**src/hdl/rld_pkg.sv**
```systemverilog
package rld_pkg;

    // Field widths fixed by the transaction formats
    localparam int CHANNEL_W = 3;
    localparam int RSSI_W    = 10;
    localparam int TIME_W    = 32;
    localparam int LEVEL_W   = 10;
    localparam int COUNT_W   = 8;
    localparam int THR_W     = 10;
    localparam int LOCKOUT_W = 16;

    // Largest value the average_level field can carry
    localparam logic [LEVEL_W-1:0] LEVEL_MAX = '1;

    // Default structural parameters
    localparam int CHANNELS_DEF    = 8;
    localparam int WINDOW_DEF      = 8;
    localparam int SAMPLE_BITS_DEF = 10;

    // Configuration port
    localparam int CFG_IDX_W  = 2;
    localparam int CFG_DATA_W = 16;

    localparam logic [CFG_IDX_W-1:0] REG_THRESHOLD = 2'd0;
    localparam logic [CFG_IDX_W-1:0] REG_LOCKOUT   = 2'd1;
    localparam logic [CFG_IDX_W-1:0] REG_MIN_COUNT = 2'd2;

    localparam logic [THR_W-1:0]     THRESHOLD_RST = 10'd215;
    localparam logic [LOCKOUT_W-1:0] LOCKOUT_RST   = 16'd3000;
    localparam logic [COUNT_W-1:0]   MIN_COUNT_RST = 8'd3;

    typedef struct packed {
        logic [THR_W-1:0]     threshold;
        logic [LOCKOUT_W-1:0] lockout;
        logic [COUNT_W-1:0]   min_count;
    } cfg_t;

endpackage

```
**src/hdl/rld_if.sv**
```systemverilog
// Sample transaction: one raw RSSI reading for a channel
interface rld_sample_if;
    logic                            valid;
    logic                            ready;
    logic [rld_pkg::CHANNEL_W-1:0]   channel;
    logic [rld_pkg::RSSI_W-1:0]      rssi_sample;
    logic [rld_pkg::TIME_W-1:0]      now_ms;

    modport source (output valid, channel, rssi_sample, now_ms, input ready);
    modport sink   (input valid, channel, rssi_sample, now_ms, output ready);
endinterface

// Result transaction: lap flag and updated average
interface rld_result_if;
    logic                            valid;
    logic                            ready;
    logic                            lap_event;
    logic [rld_pkg::CHANNEL_W-1:0]   lap_channel;
    logic [rld_pkg::LEVEL_W-1:0]     average_level;

    modport source (output valid, lap_event, lap_channel, average_level, input ready);
    modport sink   (input valid, lap_event, lap_channel, average_level, output ready);
endinterface

// Register write transaction
interface rld_cfg_if;
    logic                            valid;
    logic                            ready;
    logic [rld_pkg::CFG_IDX_W-1:0]   reg_index;
    logic [rld_pkg::CFG_DATA_W-1:0]  reg_data;

    modport source (output valid, reg_index, reg_data, input ready);
    modport sink   (input valid, reg_index, reg_data, output ready);
endinterface

```
**src/hdl/rssi_lap_detector_top.sv**
```systemverilog
// Each accepted sample passes the stage 1, stage 2 and result registers before its result is valid.
// Throughput: one sample per clock unless results stall; the registered reads of the per-channel
// state memory and then the sample ring memory set the three-register pipeline depth.
// Reset: configuration returns to defaults, the pipeline empties, and per-channel valid
// bits clear so every channel state and ring reads as zero; no clearing pass is needed.
module rssi_lap_detector_top #(
    parameter int CHANNELS    = rld_pkg::CHANNELS_DEF,
    parameter int WINDOW      = rld_pkg::WINDOW_DEF,
    parameter int SAMPLE_BITS = rld_pkg::SAMPLE_BITS_DEF
) (
    input  logic         clk,
    input  logic         rst_n,
    rld_cfg_if.sink      cfg,
    rld_sample_if.sink   samples,
    rld_result_if.source results
);

    localparam int CH_AW     = (CHANNELS > 1) ? $clog2(CHANNELS) : 1;
    localparam int POS_W     = $clog2(WINDOW);
    localparam int TOT_W     = SAMPLE_BITS + POS_W;
    localparam int SMP_AW    = CH_AW + POS_W;
    localparam int SMP_DEPTH = CHANNELS << POS_W;
    localparam int RSSI_XW   = (SAMPLE_BITS > rld_pkg::RSSI_W) ? SAMPLE_BITS : rld_pkg::RSSI_W;

    typedef struct packed {
        logic [TOT_W-1:0]             total;
        logic [POS_W-1:0]             pos;
        logic                         filled;
        logic                         active;
        logic [rld_pkg::COUNT_W-1:0]  count;
        logic [rld_pkg::TIME_W-1:0]   deadline;
    } chan_state_t;

    // Configuration registers
    rld_pkg::cfg_t cfg_reg;

    // Stage 1: accepted sample, state memory read data
    logic                           s1_vld_reg;
    logic [rld_pkg::CHANNEL_W-1:0]  s1_ch_reg;
    logic                           s1_inr_reg;
    logic [SAMPLE_BITS-1:0]         s1_smp_reg;
    logic [rld_pkg::TIME_W-1:0]     s1_now_reg;
    chan_state_t                    st_rd_reg;
    logic                           st_rd_vld_reg;
    logic                           fwd_hit_reg;
    chan_state_t                    fwd_st_reg;

    // Stage 2: resolved state, sample memory read data
    logic                           s2_vld_reg;
    logic [rld_pkg::CHANNEL_W-1:0]  s2_ch_reg;
    logic                           s2_inr_reg;
    logic [SAMPLE_BITS-1:0]         s2_smp_reg;
    logic [rld_pkg::TIME_W-1:0]     s2_now_reg;
    chan_state_t                    st2_reg;
    logic [SAMPLE_BITS-1:0]         smp_rd_reg;

    // Result register
    logic                           out_vld_reg;
    logic                           out_lap_reg;
    logic [rld_pkg::CHANNEL_W-1:0]  out_ch_reg;
    logic [rld_pkg::LEVEL_W-1:0]    out_avg_reg;

    // Memories and per-channel valid bits
    chan_state_t                    st_mem [CHANNELS];
    logic [SAMPLE_BITS-1:0]         smp_mem [SMP_DEPTH];
    logic [CHANNELS-1:0]            st_vld_reg;

    logic                           accept;
    logic                           s1_adv;
    logic                           s2_adv;
    logic                           wr_en;
    logic                           in_range;
    logic [CH_AW-1:0]               in_idx;
    logic [CH_AW-1:0]               s1_idx;
    logic [CH_AW-1:0]               s2_idx;
    logic [RSSI_XW-1:0]             rssi_ext;
    logic [SAMPLE_BITS-1:0]         in_smp;
    chan_state_t                    st_cur;
    chan_state_t                    st_next;
    logic                           lap;
    logic [rld_pkg::LEVEL_W-1:0]    avg_level;

    // Handshake and pipeline advance
    assign s2_adv        = s2_vld_reg && (!out_vld_reg || results.ready);
    assign s1_adv        = s1_vld_reg && (!s2_vld_reg || s2_adv);
    assign samples.ready = !s1_vld_reg || s1_adv;
    assign accept        = samples.valid && samples.ready;
    assign wr_en         = s2_adv && s2_inr_reg;
    assign cfg.ready     = 1'b1;

    // Channel decode and sample masking
    assign in_range = ({29'd0, samples.channel} < 32'(CHANNELS));
    assign in_idx   = CH_AW'(samples.channel);
    assign s1_idx   = CH_AW'(s1_ch_reg);
    assign s2_idx   = CH_AW'(s2_ch_reg);
    assign rssi_ext = RSSI_XW'(samples.rssi_sample);
    assign in_smp   = rssi_ext[SAMPLE_BITS-1:0];

    // State bypass: the item ahead in stage 2, then the write that met the read
    always_comb
    begin
        if (s2_vld_reg && s2_inr_reg && (s2_idx == s1_idx))
        begin
            st_cur = st_next;
        end
        else if (fwd_hit_reg)
        begin
            st_cur = fwd_st_reg;
        end
        else if (st_rd_vld_reg)
        begin
            st_cur = st_rd_reg;
        end
        else
        begin
            st_cur = '0;
        end
    end

    rld_gate_logic #(
        .WINDOW       (WINDOW),
        .SAMPLE_BITS  (SAMPLE_BITS),
        .chan_state_t (chan_state_t)
    ) u_gate (
        .st        (st2_reg),
        .old_smp   (smp_rd_reg),
        .smp       (s2_smp_reg),
        .now_ms    (s2_now_reg),
        .cfg       (cfg_reg),
        .st_next   (st_next),
        .lap       (lap),
        .avg_level (avg_level)
    );

    // Control registers
    always_ff @(posedge clk or negedge rst_n)
    begin
        if (!rst_n)
        begin
            cfg_reg.threshold <= rld_pkg::THRESHOLD_RST;
            cfg_reg.lockout   <= rld_pkg::LOCKOUT_RST;
            cfg_reg.min_count <= rld_pkg::MIN_COUNT_RST;
            s1_vld_reg        <= 1'b0;
            s2_vld_reg        <= 1'b0;
            out_vld_reg       <= 1'b0;
            st_vld_reg        <= '0;
            st_rd_vld_reg     <= 1'b0;
            fwd_hit_reg       <= 1'b0;
        end
        else
        begin
            if (cfg.valid)
            begin
                unique case (cfg.reg_index)
                    rld_pkg::REG_THRESHOLD:
                        cfg_reg.threshold <= cfg.reg_data[rld_pkg::THR_W-1:0];
                    rld_pkg::REG_LOCKOUT:
                        cfg_reg.lockout   <= cfg.reg_data[rld_pkg::LOCKOUT_W-1:0];
                    rld_pkg::REG_MIN_COUNT:
                        cfg_reg.min_count <= cfg.reg_data[rld_pkg::COUNT_W-1:0];
                    default:
                        ;
                endcase
            end

            if (accept)
            begin
                s1_vld_reg    <= 1'b1;
                st_rd_vld_reg <= st_vld_reg[in_idx];
                fwd_hit_reg   <= wr_en && (s2_idx == in_idx);
            end
            else if (s1_adv)
            begin
                s1_vld_reg <= 1'b0;
            end

            if (s1_adv)
            begin
                s2_vld_reg <= 1'b1;
            end
            else if (s2_adv)
            begin
                s2_vld_reg <= 1'b0;
            end

            if (s2_adv)
            begin
                out_vld_reg <= 1'b1;
            end
            else if (results.ready)
            begin
                out_vld_reg <= 1'b0;
            end

            if (wr_en)
            begin
                st_vld_reg[s2_idx] <= 1'b1;
            end
        end
    end

    // Payload registers
    always_ff @(posedge clk)
    begin
        if (accept)
        begin
            s1_ch_reg  <= samples.channel;
            s1_inr_reg <= in_range;
            s1_smp_reg <= in_smp;
            s1_now_reg <= samples.now_ms;
            fwd_st_reg <= st_next;
        end
        if (s1_adv)
        begin
            s2_ch_reg  <= s1_ch_reg;
            s2_inr_reg <= s1_inr_reg;
            s2_smp_reg <= s1_smp_reg;
            s2_now_reg <= s1_now_reg;
            st2_reg    <= st_cur;
        end
        if (s2_adv)
        begin
            out_lap_reg <= s2_inr_reg && lap;
            out_ch_reg  <= s2_ch_reg;
            out_avg_reg <= s2_inr_reg ? avg_level : '0;
        end
    end

    // Per-channel state memory
    always_ff @(posedge clk)
    begin
        if (accept)
        begin
            st_rd_reg <= st_mem[in_idx];
        end
        if (wr_en)
        begin
            st_mem[s2_idx] <= st_next;
        end
    end

    // Sample ring memory
    always_ff @(posedge clk)
    begin
        if (s1_adv)
        begin
            smp_rd_reg <= smp_mem[SMP_AW'({s1_idx, st_cur.pos})];
        end
        if (wr_en)
        begin
            smp_mem[SMP_AW'({s2_idx, st2_reg.pos})] <= s2_smp_reg;
        end
    end

    assign results.valid         = out_vld_reg;
    assign results.lap_event     = out_lap_reg;
    assign results.lap_channel   = out_ch_reg;
    assign results.average_level = out_avg_reg;

    // Unknown channels never report a lap and give a zero average
    a_out_of_range: assert property (@(posedge clk) disable iff (!rst_n)
        results.valid && ({29'd0, results.lap_channel} >= 32'(CHANNELS))
        |-> !results.lap_event && (results.average_level == '0))
        else $error("out-of-range channel produced a non-zero result");

    // An accepted sample occupies stage 1 on the next cycle
    a_accept_fills: assert property (@(posedge clk) disable iff (!rst_n)
        accept |=> s1_vld_reg)
        else $error("accepted sample lost at stage 1");

    // A state write marks its channel valid
    a_write_valid: assert property (@(posedge clk) disable iff (!rst_n)
        wr_en |=> st_vld_reg[$past(s2_idx)])
        else $error("channel valid bit not set after state write");

endmodule

```
**src/hdl/rld_gate_logic.sv**
```systemverilog
// Per-channel update: moving average and crossing/lap decision
module rld_gate_logic #(
    parameter int  WINDOW       = rld_pkg::WINDOW_DEF,
    parameter int  SAMPLE_BITS  = rld_pkg::SAMPLE_BITS_DEF,
    parameter type chan_state_t = logic
) (
    input  chan_state_t                    st,
    input  logic [SAMPLE_BITS-1:0]         old_smp,
    input  logic [SAMPLE_BITS-1:0]         smp,
    input  logic [rld_pkg::TIME_W-1:0]     now_ms,
    input  rld_pkg::cfg_t                  cfg,
    output chan_state_t                    st_next,
    output logic                           lap,
    output logic [rld_pkg::LEVEL_W-1:0]    avg_level
);

    localparam int POS_W = $clog2(WINDOW);
    localparam int TOT_W = SAMPLE_BITS + POS_W;
    localparam int CMP_W = (SAMPLE_BITS > rld_pkg::THR_W) ? SAMPLE_BITS : rld_pkg::THR_W;

    // total / WINDOW as multiply by rounded-up reciprocal, exact for TOT_W-bit totals
    localparam int RECIP_SHIFT = TOT_W + POS_W;
    localparam int RECIP_W     = TOT_W + 1;
    localparam int PROD_W      = TOT_W + RECIP_W;
    localparam logic [RECIP_W-1:0] RECIP = RECIP_W'(
        ((longint'(1) << RECIP_SHIFT) + longint'(WINDOW) - longint'(1)) / longint'(WINDOW));

    logic [SAMPLE_BITS-1:0] old_val;
    logic [TOT_W-1:0]       total;
    logic [PROD_W-1:0]      prod;
    logic [SAMPLE_BITS-1:0] avg;
    logic [CMP_W-1:0]       avg_ext;
    logic                   above;
    logic                   wrap;

    // Running total and average
    always_comb
    begin
        old_val = st.filled ? old_smp : '0;
        total   = st.total - TOT_W'(old_val) + TOT_W'(smp);
        prod    = PROD_W'(total) * PROD_W'(RECIP);
        avg     = prod[RECIP_SHIFT +: SAMPLE_BITS];
        avg_ext = CMP_W'(avg);
        above   = avg_ext >= CMP_W'(cfg.threshold);
        wrap    = (st.pos == POS_W'(WINDOW - 1));
    end

    // Crossing state machine per channel
    always_comb
    begin
        st_next        = st;
        st_next.total  = total;
        st_next.pos    = wrap ? '0 : st.pos + POS_W'(1);
        st_next.filled = st.filled | wrap;
        lap            = 1'b0;
        if (st.active)
        begin
            if (!above)
            begin
                st_next.active = 1'b0;
                if (st.count >= cfg.min_count)
                begin
                    st_next.deadline = now_ms + rld_pkg::TIME_W'(cfg.lockout);
                    lap              = 1'b1;
                end
            end
            else if (st.count != '1)
            begin
                st_next.count = st.count + rld_pkg::COUNT_W'(1);
            end
        end
        else if ((st.deadline < now_ms) && above)
        begin
            st_next.count  = '0;
            st_next.active = 1'b1;
        end
    end

    // Saturate to the result field
    assign avg_level = (avg_ext > CMP_W'(rld_pkg::LEVEL_MAX)) ? rld_pkg::LEVEL_MAX
                                                              : avg_ext[rld_pkg::LEVEL_W-1:0];

endmodule

```
**src/flat_wrapper.sv**
```systemverilog
// flat-port wrapper written by rule: the top's interface ports become plain ports
module rssi_lap_detector_top_flat 
#(
    parameter int CHANNELS    = rld_pkg::CHANNELS_DEF,
    parameter int WINDOW      = rld_pkg::WINDOW_DEF,
    parameter int SAMPLE_BITS = rld_pkg::SAMPLE_BITS_DEF
)
  (clk, rst_n, cfg_valid, cfg_reg_index, cfg_reg_data, cfg_ready, samples_valid, samples_channel, samples_rssi_sample, samples_now_ms, samples_ready, results_valid, results_lap_event, results_lap_channel, results_average_level, results_ready);
  rld_cfg_if cfg_i ();
  rld_sample_if samples_i ();
  rld_result_if results_i ();
  input  logic clk;
  input  logic rst_n;
  input wire logic [$bits(cfg_i.valid)-1:0] cfg_valid;
  input wire logic [$bits(cfg_i.reg_index)-1:0] cfg_reg_index;
  input wire logic [$bits(cfg_i.reg_data)-1:0] cfg_reg_data;
  output wire logic [$bits(cfg_i.ready)-1:0] cfg_ready;
  input wire logic [$bits(samples_i.valid)-1:0] samples_valid;
  input wire logic [$bits(samples_i.channel)-1:0] samples_channel;
  input wire logic [$bits(samples_i.rssi_sample)-1:0] samples_rssi_sample;
  input wire logic [$bits(samples_i.now_ms)-1:0] samples_now_ms;
  output wire logic [$bits(samples_i.ready)-1:0] samples_ready;
  output wire logic [$bits(results_i.valid)-1:0] results_valid;
  output wire logic [$bits(results_i.lap_event)-1:0] results_lap_event;
  output wire logic [$bits(results_i.lap_channel)-1:0] results_lap_channel;
  output wire logic [$bits(results_i.average_level)-1:0] results_average_level;
  input wire logic [$bits(results_i.ready)-1:0] results_ready;
  assign cfg_i.valid = cfg_valid;
  assign cfg_i.reg_index = cfg_reg_index;
  assign cfg_i.reg_data = cfg_reg_data;
  assign cfg_ready = cfg_i.ready;
  assign samples_i.valid = samples_valid;
  assign samples_i.channel = samples_channel;
  assign samples_i.rssi_sample = samples_rssi_sample;
  assign samples_i.now_ms = samples_now_ms;
  assign samples_ready = samples_i.ready;
  assign results_valid = results_i.valid;
  assign results_lap_event = results_i.lap_event;
  assign results_lap_channel = results_i.lap_channel;
  assign results_average_level = results_i.average_level;
  assign results_i.ready = results_ready;
  rssi_lap_detector_top #(.CHANNELS(CHANNELS), .WINDOW(WINDOW), .SAMPLE_BITS(SAMPLE_BITS)) u_core (.clk(clk), .rst_n(rst_n), .cfg(cfg_i), .samples(samples_i), .results(results_i));
endmodule
```
**config.mk**
```make
export PLATFORM = sky130hd
export DESIGN_NAME = rssi_lap_detector_top_flat
export DESIGN_NICKNAME = d
export VERILOG_FILES = /design/src/hdl/rld_pkg.sv /design/src/hdl/rld_if.sv /design/src/hdl/rssi_lap_detector_top.sv /design/src/hdl/rld_gate_logic.sv /design/src/flat_wrapper.sv
export SDC_FILE = /design/constraint.sdc
export NUM_CORES = 2
export LEC_CHECK = 0
export ABC_AREA = 1
export BUFFER_PORTS_ARGS = -buffer_cell sky130_fd_sc_hd__buf_4
export CAP_MARGIN = 20
export CORE_MARGIN = 4
export CORE_UTILIZATION = 45
export CTS_BUF_LIST = sky130_fd_sc_hd__clkbuf_16
export DETAILED_ROUTE_END_ITERATION = 10
export PLACE_DENSITY_LB_ADDON = 0.12
export REMOVE_ABC_BUFFERS = 1
export SYNTH_ARGS = -nofsm -noshare
export SYNTH_HDL_FRONTEND = slang
export SYNTH_SLANG_ARGS = --single-unit
```
**constraint.sdc**
```tcl
create_clock -name clk -period 6 [get_ports clk]
set_clock_uncertainty 0.05 [all_clocks]
set_input_delay 1.2 -clock clk [delete_from_list [all_inputs] [get_ports clk]]
set_output_delay 1.2 -clock clk [all_outputs]
set_load 0.01 [all_outputs]
```
==> flow_summary.rst <==
.. list-table::
   :header-rows: 1

   * - Metric
     - Value
   * - Post-DP HPWL
     - 95400 um
   * - Met3 track demand over resource in global routing
     - 0.0575
   * - Transition at the pin with the smallest max-transition slack
     - 1.12 ns
   * - Placed cell areas
     - 0.0647 mm2
   * - Clock period minus worst slack
     - 5.50 ns
   * - Combinational share of power
     - 0.369
   * - Largest vdd supply drop
     - 0.551 mV
   * - Maximum number of pins on one net before global-route repair
     - 184
   * - Cell leakage power
     - 0.0272 uW
   * - Syn Inst Count
     - 5524
   * - Clock Latency Late Sink
     - 0.81 ns
   * - Hold path start
     - u_core.s1_now_reg[22]
   * - Post-DR wirelength/cell
     - 22.2 um
   * - Final-report hold violation count
     - 0
   * - Sequential area share after synthesis
     - 0.693
   * - Via total after detailed routing
     - 40198
   * - Warning count from the yosys run
     - 0
   * - Async S/R FF share, synth
     - 0.0327
   * - Post-synth design cell area
     - 0.0620 mm2
   * - Number of storage elements in the synthesis netlist
     - 1439
   * - Remaining antenna violation count
     - 0
   * - Switching Fraction
     - 0.388
   * - Max frequency
     - 0.182 GHz
   * - GR Layer Usage met2
     - 0.344
   * - TritonCTS clock tree
     - yes
   * - Clock-pin slew on the worst setup and hold paths
     - 0.06 ns
   * - Max reg flops
     - 640
   * - Most used standard cells in the synthesized netlist
     - sky130_fd_sc_hd__edfxtp_1, sky130_fd_sc_hd__nand2_1, sky130_fd_sc_hd__inv_1, sky130_fd_sc_hd__nand3_1, sky130_fd_sc_hd__nor2_1
   * - Launching element of the worst setup path
     - u_core.st2_reg[41]
   * - Share of the clock period used by the worst path after layout
     - 0.916
   * - Cell types with the largest area share after synthesis
     - sky130_fd_sc_hd__edfxtp_1, sky130_fd_sc_hd__nand2_1, sky130_fd_sc_hd__nand3_1
   * - Starting density of the core
     - 0.456
   * - Clock H-tree levels
     - 4
   * - Die Y
     - 379 um
   * - Net count, final
     - 5746
   * - Max-cap violations
     - 0
   * - Post-synth top area cell
     - sky130_fd_sc_hd__edfxtp_1
   * - Fraction of power consumed by the clock network
     - 0.222
   * - Final weighted congestion of routability-driven global placement
     - 0.897
   * - Net switching power figure
     - 15700 uW
   * - Ports
     - 85
   * - Predominant post-synthesis flop cell
     - sky130_fd_sc_hd__edfxtp_1
   * - Number of enable flip-flop cells after synthesis
     - 1392
   * - TritonCTS sink count
     - 1439
   * - GR Overflow Total
     - 0
   * - Share of final-layout standard cells stronger than drive strength 1
     - 0.0817
   * - Outcome
     - completed
   * - Worst min-delay path class
     - reg2reg
   * - Worst-path maximum fanout
     - 20
   * - Launch point of the worst reg-to-reg path
     - u_core.st2_reg[41]
   * - Buffer cell driving the clock tree root
     - sky130_fd_sc_hd__clkbuf_16
   * - Buffer depth of the longest clock path
     - 3
   * - Worst Setup End Kind
     - flop
   * - Power density of the placed cells
     - 582 mW/mm2
   * - Met1 GRT Util
     - 0.337
   * - Placeable core region
     - 0.136 mm2
   * - Most frequent cell after synthesis
     - sky130_fd_sc_hd__edfxtp_1
   * - Initial antenna violation count
     - 6
   * - Post-Route Utilization
     - 0.511
   * - WP data required
     - 6.46 ns
   * - Total global-route track usage
     - 0.230
   * - Syn-to-layout area delta
     - 12.1%
   * - Cell-internal power
     - 24800 uW
   * - Data arrival time of the critical path
     - 5.95 ns
   * - CTS Buf Count
     - 151
   * - Number of placement rows
     - 135
   * - Final Max Tran Viols
     - 0
   * - Number of design rule violations left after detail routing
     - 0
   * - Total die area
     - 0.144 mm2
   * - First-pass GRT wire length
     - 245000 um
   * - Post-synth top area share
     - 0.674
   * - Distinct cells, synth
     - 49
   * - Total power after layout
     - 40500 uW
   * - Unrepaired setup endpoints after global routing
     - no
   * - Post-route cell area
     - 0.0695 mm2
   * - Number of global-route vias before repair
     - 37840
   * - Crit Path Category
     - reg2reg
   * - Largest registers
     - u_core.smp_mem x640, u_core.st_mem x464
   * - Sort of element at the start of the critical path
     - flop
   * - Aggregate routed wire length
     - 166000 um
   * - Min Hold Slack
     - 0.365 ns
   * - Top reg by flops
     - u_core.smp_mem
   * - Count of input and output buffers
     - 83
   * - Slew HR
     - 0.254
   * - 1st-iter DRT viols
     - 4243
   * - Length of the first detailed-routing pass in iterations
     - 6
   * - GRT busiest layer
     - met2
   * - Sequential share of power
     - 0.409
   * - Post-synthesis average cell area
     - 11.2 um2
   * - Average vias per placed instance
     - 5.37
   * - Hold buffers post-CTS
     - 0
   * - Die W
     - 379 um
   * - Number of setup violations in the final report
     - 0
[metal layers]
| metal | up-vias | wire (um) |
|---|---|---|
| li1 | 18958 | - |
| met1 | 19543 | 74700 |
| met2 | 1463 | 73400 |
| met3 | 232 | 14700 |
| met4 | 2 | 3650 |
| met5 | - | 19 |
[per-stage QoR]
stage / setup TNS (ns) / cells / worst slack [ns]
2_1_floorplan: -13.31 / 5256 / -1.24
3_3_place_gp: 0 / 7199 / 0.141
3_5_place_dp: 0 / 7206 / 0.0571
4_1_cts: 0 / 7478 / 0.0514
5_1_grt: 0 / 7486 / 0.0372
6_report: 0 / 7487 / 0.503
[logic make-up (layout without fill, tap and decap cells)]
| group | Yosys count | count (layout) | synth area share |
|---|---|---|---|
| buf+inv | 1051 | 1232 | 0.0665 |
| fa+ha+maj | 92 | 92 | 0.0199 |
| compound gates | 607 | 607 | 0.0555 |
| xor+xnor | 39 | 39 | 0.00551 |
| flops | 1439 | 1439 | 0.693 |
| mux | 8 | 8 | 0.00141 |
| simple gates | 2287 | 2287 | 0.158 |
| other cells | 1 | 2 | 0.0000604 |
[power groups by stage]
| stage | Sequential, uW | Clock, uW | Combinational, uW |
|---|---|---|---|
| after floorplan | 16700 | 0 | 9100 |
| final | 16600 | 8970 | 14900 |
| after global placement | 16700 | 0 | 14600 |
| after CTS | 16600 | 9140 | 14900 |
| after detailed placement | 16700 | 0 | 14800 |
| after global routing | 16700 | 9560 | 16600 |
[cell type report]
cell class,instances,area [um2]
Fill cell,11850,66600
Sequential cell,1439,43000
Multi-Input combinational cell,3034,15000
Clock buffer,152,3800
Inverter,783,2980
Tap cell,1781,2230
Timing Repair Buffer,177,1600
Clock inverter,120,922
Antenna cell,1,2.50
[path summary, 6_finish.rpt]
kind                                          to  slack, ns  cells after the start
max in group asynchronous     u_core.fwd_hit_reg       4.78                      1
hold reg to reg            u_core.s2_now_reg[22]       0.37                      0
min in group asynchronous      u_core.cfg_reg[2]       0.45                      1
hold / removal             u_core.s2_now_reg[22]       0.37                      0
setup reg to reg               u_core.st2_reg[5]       0.50                     23
setup / recovery               u_core.st2_reg[5]       0.50                     23
[placed cells by master, fill, tap and decap left out, types with 36 or more instances in the layout]
cell / Yosys / final
sky130_fd_sc_hd__edfxtp_1: 1392 / 1392
sky130_fd_sc_hd__nand2_1: 937 / 937
sky130_fd_sc_hd__inv_1: 774 / 796
sky130_fd_sc_hd__nand3_1: 695 / 694
sky130_fd_sc_hd__nor2_1: 537 / 536
sky130_fd_sc_hd__o21ai_0: 323 / 321
sky130_fd_sc_hd__clkbuf_16: 0 / 152
sky130_fd_sc_hd__buf_4: 29 / 148
sky130_fd_sc_hd__ha_1: 81 / 81
sky130_fd_sc_hd__o22ai_1: 60 / 60
sky130_fd_sc_hd__a31oi_1: 60 / 59
sky130_fd_sc_hd__a21oi_1: 58 / 57
sky130_fd_sc_hd__nand3b_1: 54 / 54
sky130_fd_sc_hd__a22oi_1: 39 / 39
sky130_fd_sc_hd__clkinv_2: 0 / 36
[repair_timing]
| item | CTS | global route |
|---|---|---|
| gates resized for setup | 0 | 11 |
| setup buffers | 0 | 2 |
| setup endpoints to repair | 0 | 273 |
[worst max-delay path, stage by stage (launching register included)]
cell and delay [ns]:
sky130_fd_sc_hd__edfxtp_1 0.53, sky130_fd_sc_hd__nand2_1 0.11, sky130_fd_sc_hd__inv_1 0.05, sky130_fd_sc_hd__fa_1 0.47
sky130_fd_sc_hd__inv_1 0.04, sky130_fd_sc_hd__ha_1 0.39, sky130_fd_sc_hd__nand2_1 0.09, sky130_fd_sc_hd__nor3_1 0.28
sky130_fd_sc_hd__nand3_1 0.11, sky130_fd_sc_hd__o2111ai_1 0.21, sky130_fd_sc_hd__xor2_2 0.46, sky130_fd_sc_hd__ha_1 0.35
sky130_fd_sc_hd__nand2_1 0.08, sky130_fd_sc_hd__nor2_1 0.06, sky130_fd_sc_hd__o211ai_1 0.09, sky130_fd_sc_hd__nand4_1 0.34
sky130_fd_sc_hd__inv_1 0.19, sky130_fd_sc_hd__nand3_1 0.24, sky130_fd_sc_hd__buf_4 0.32, sky130_fd_sc_hd__or2_2 0.30
sky130_fd_sc_hd__o21ai_1 0.07, sky130_fd_sc_hd__inv_1 0.16, sky130_fd_sc_hd__nand2_1 0.09, sky130_fd_sc_hd__o21ai_1 0.08
Note: power is estimated with default switching activity, not from simulation.
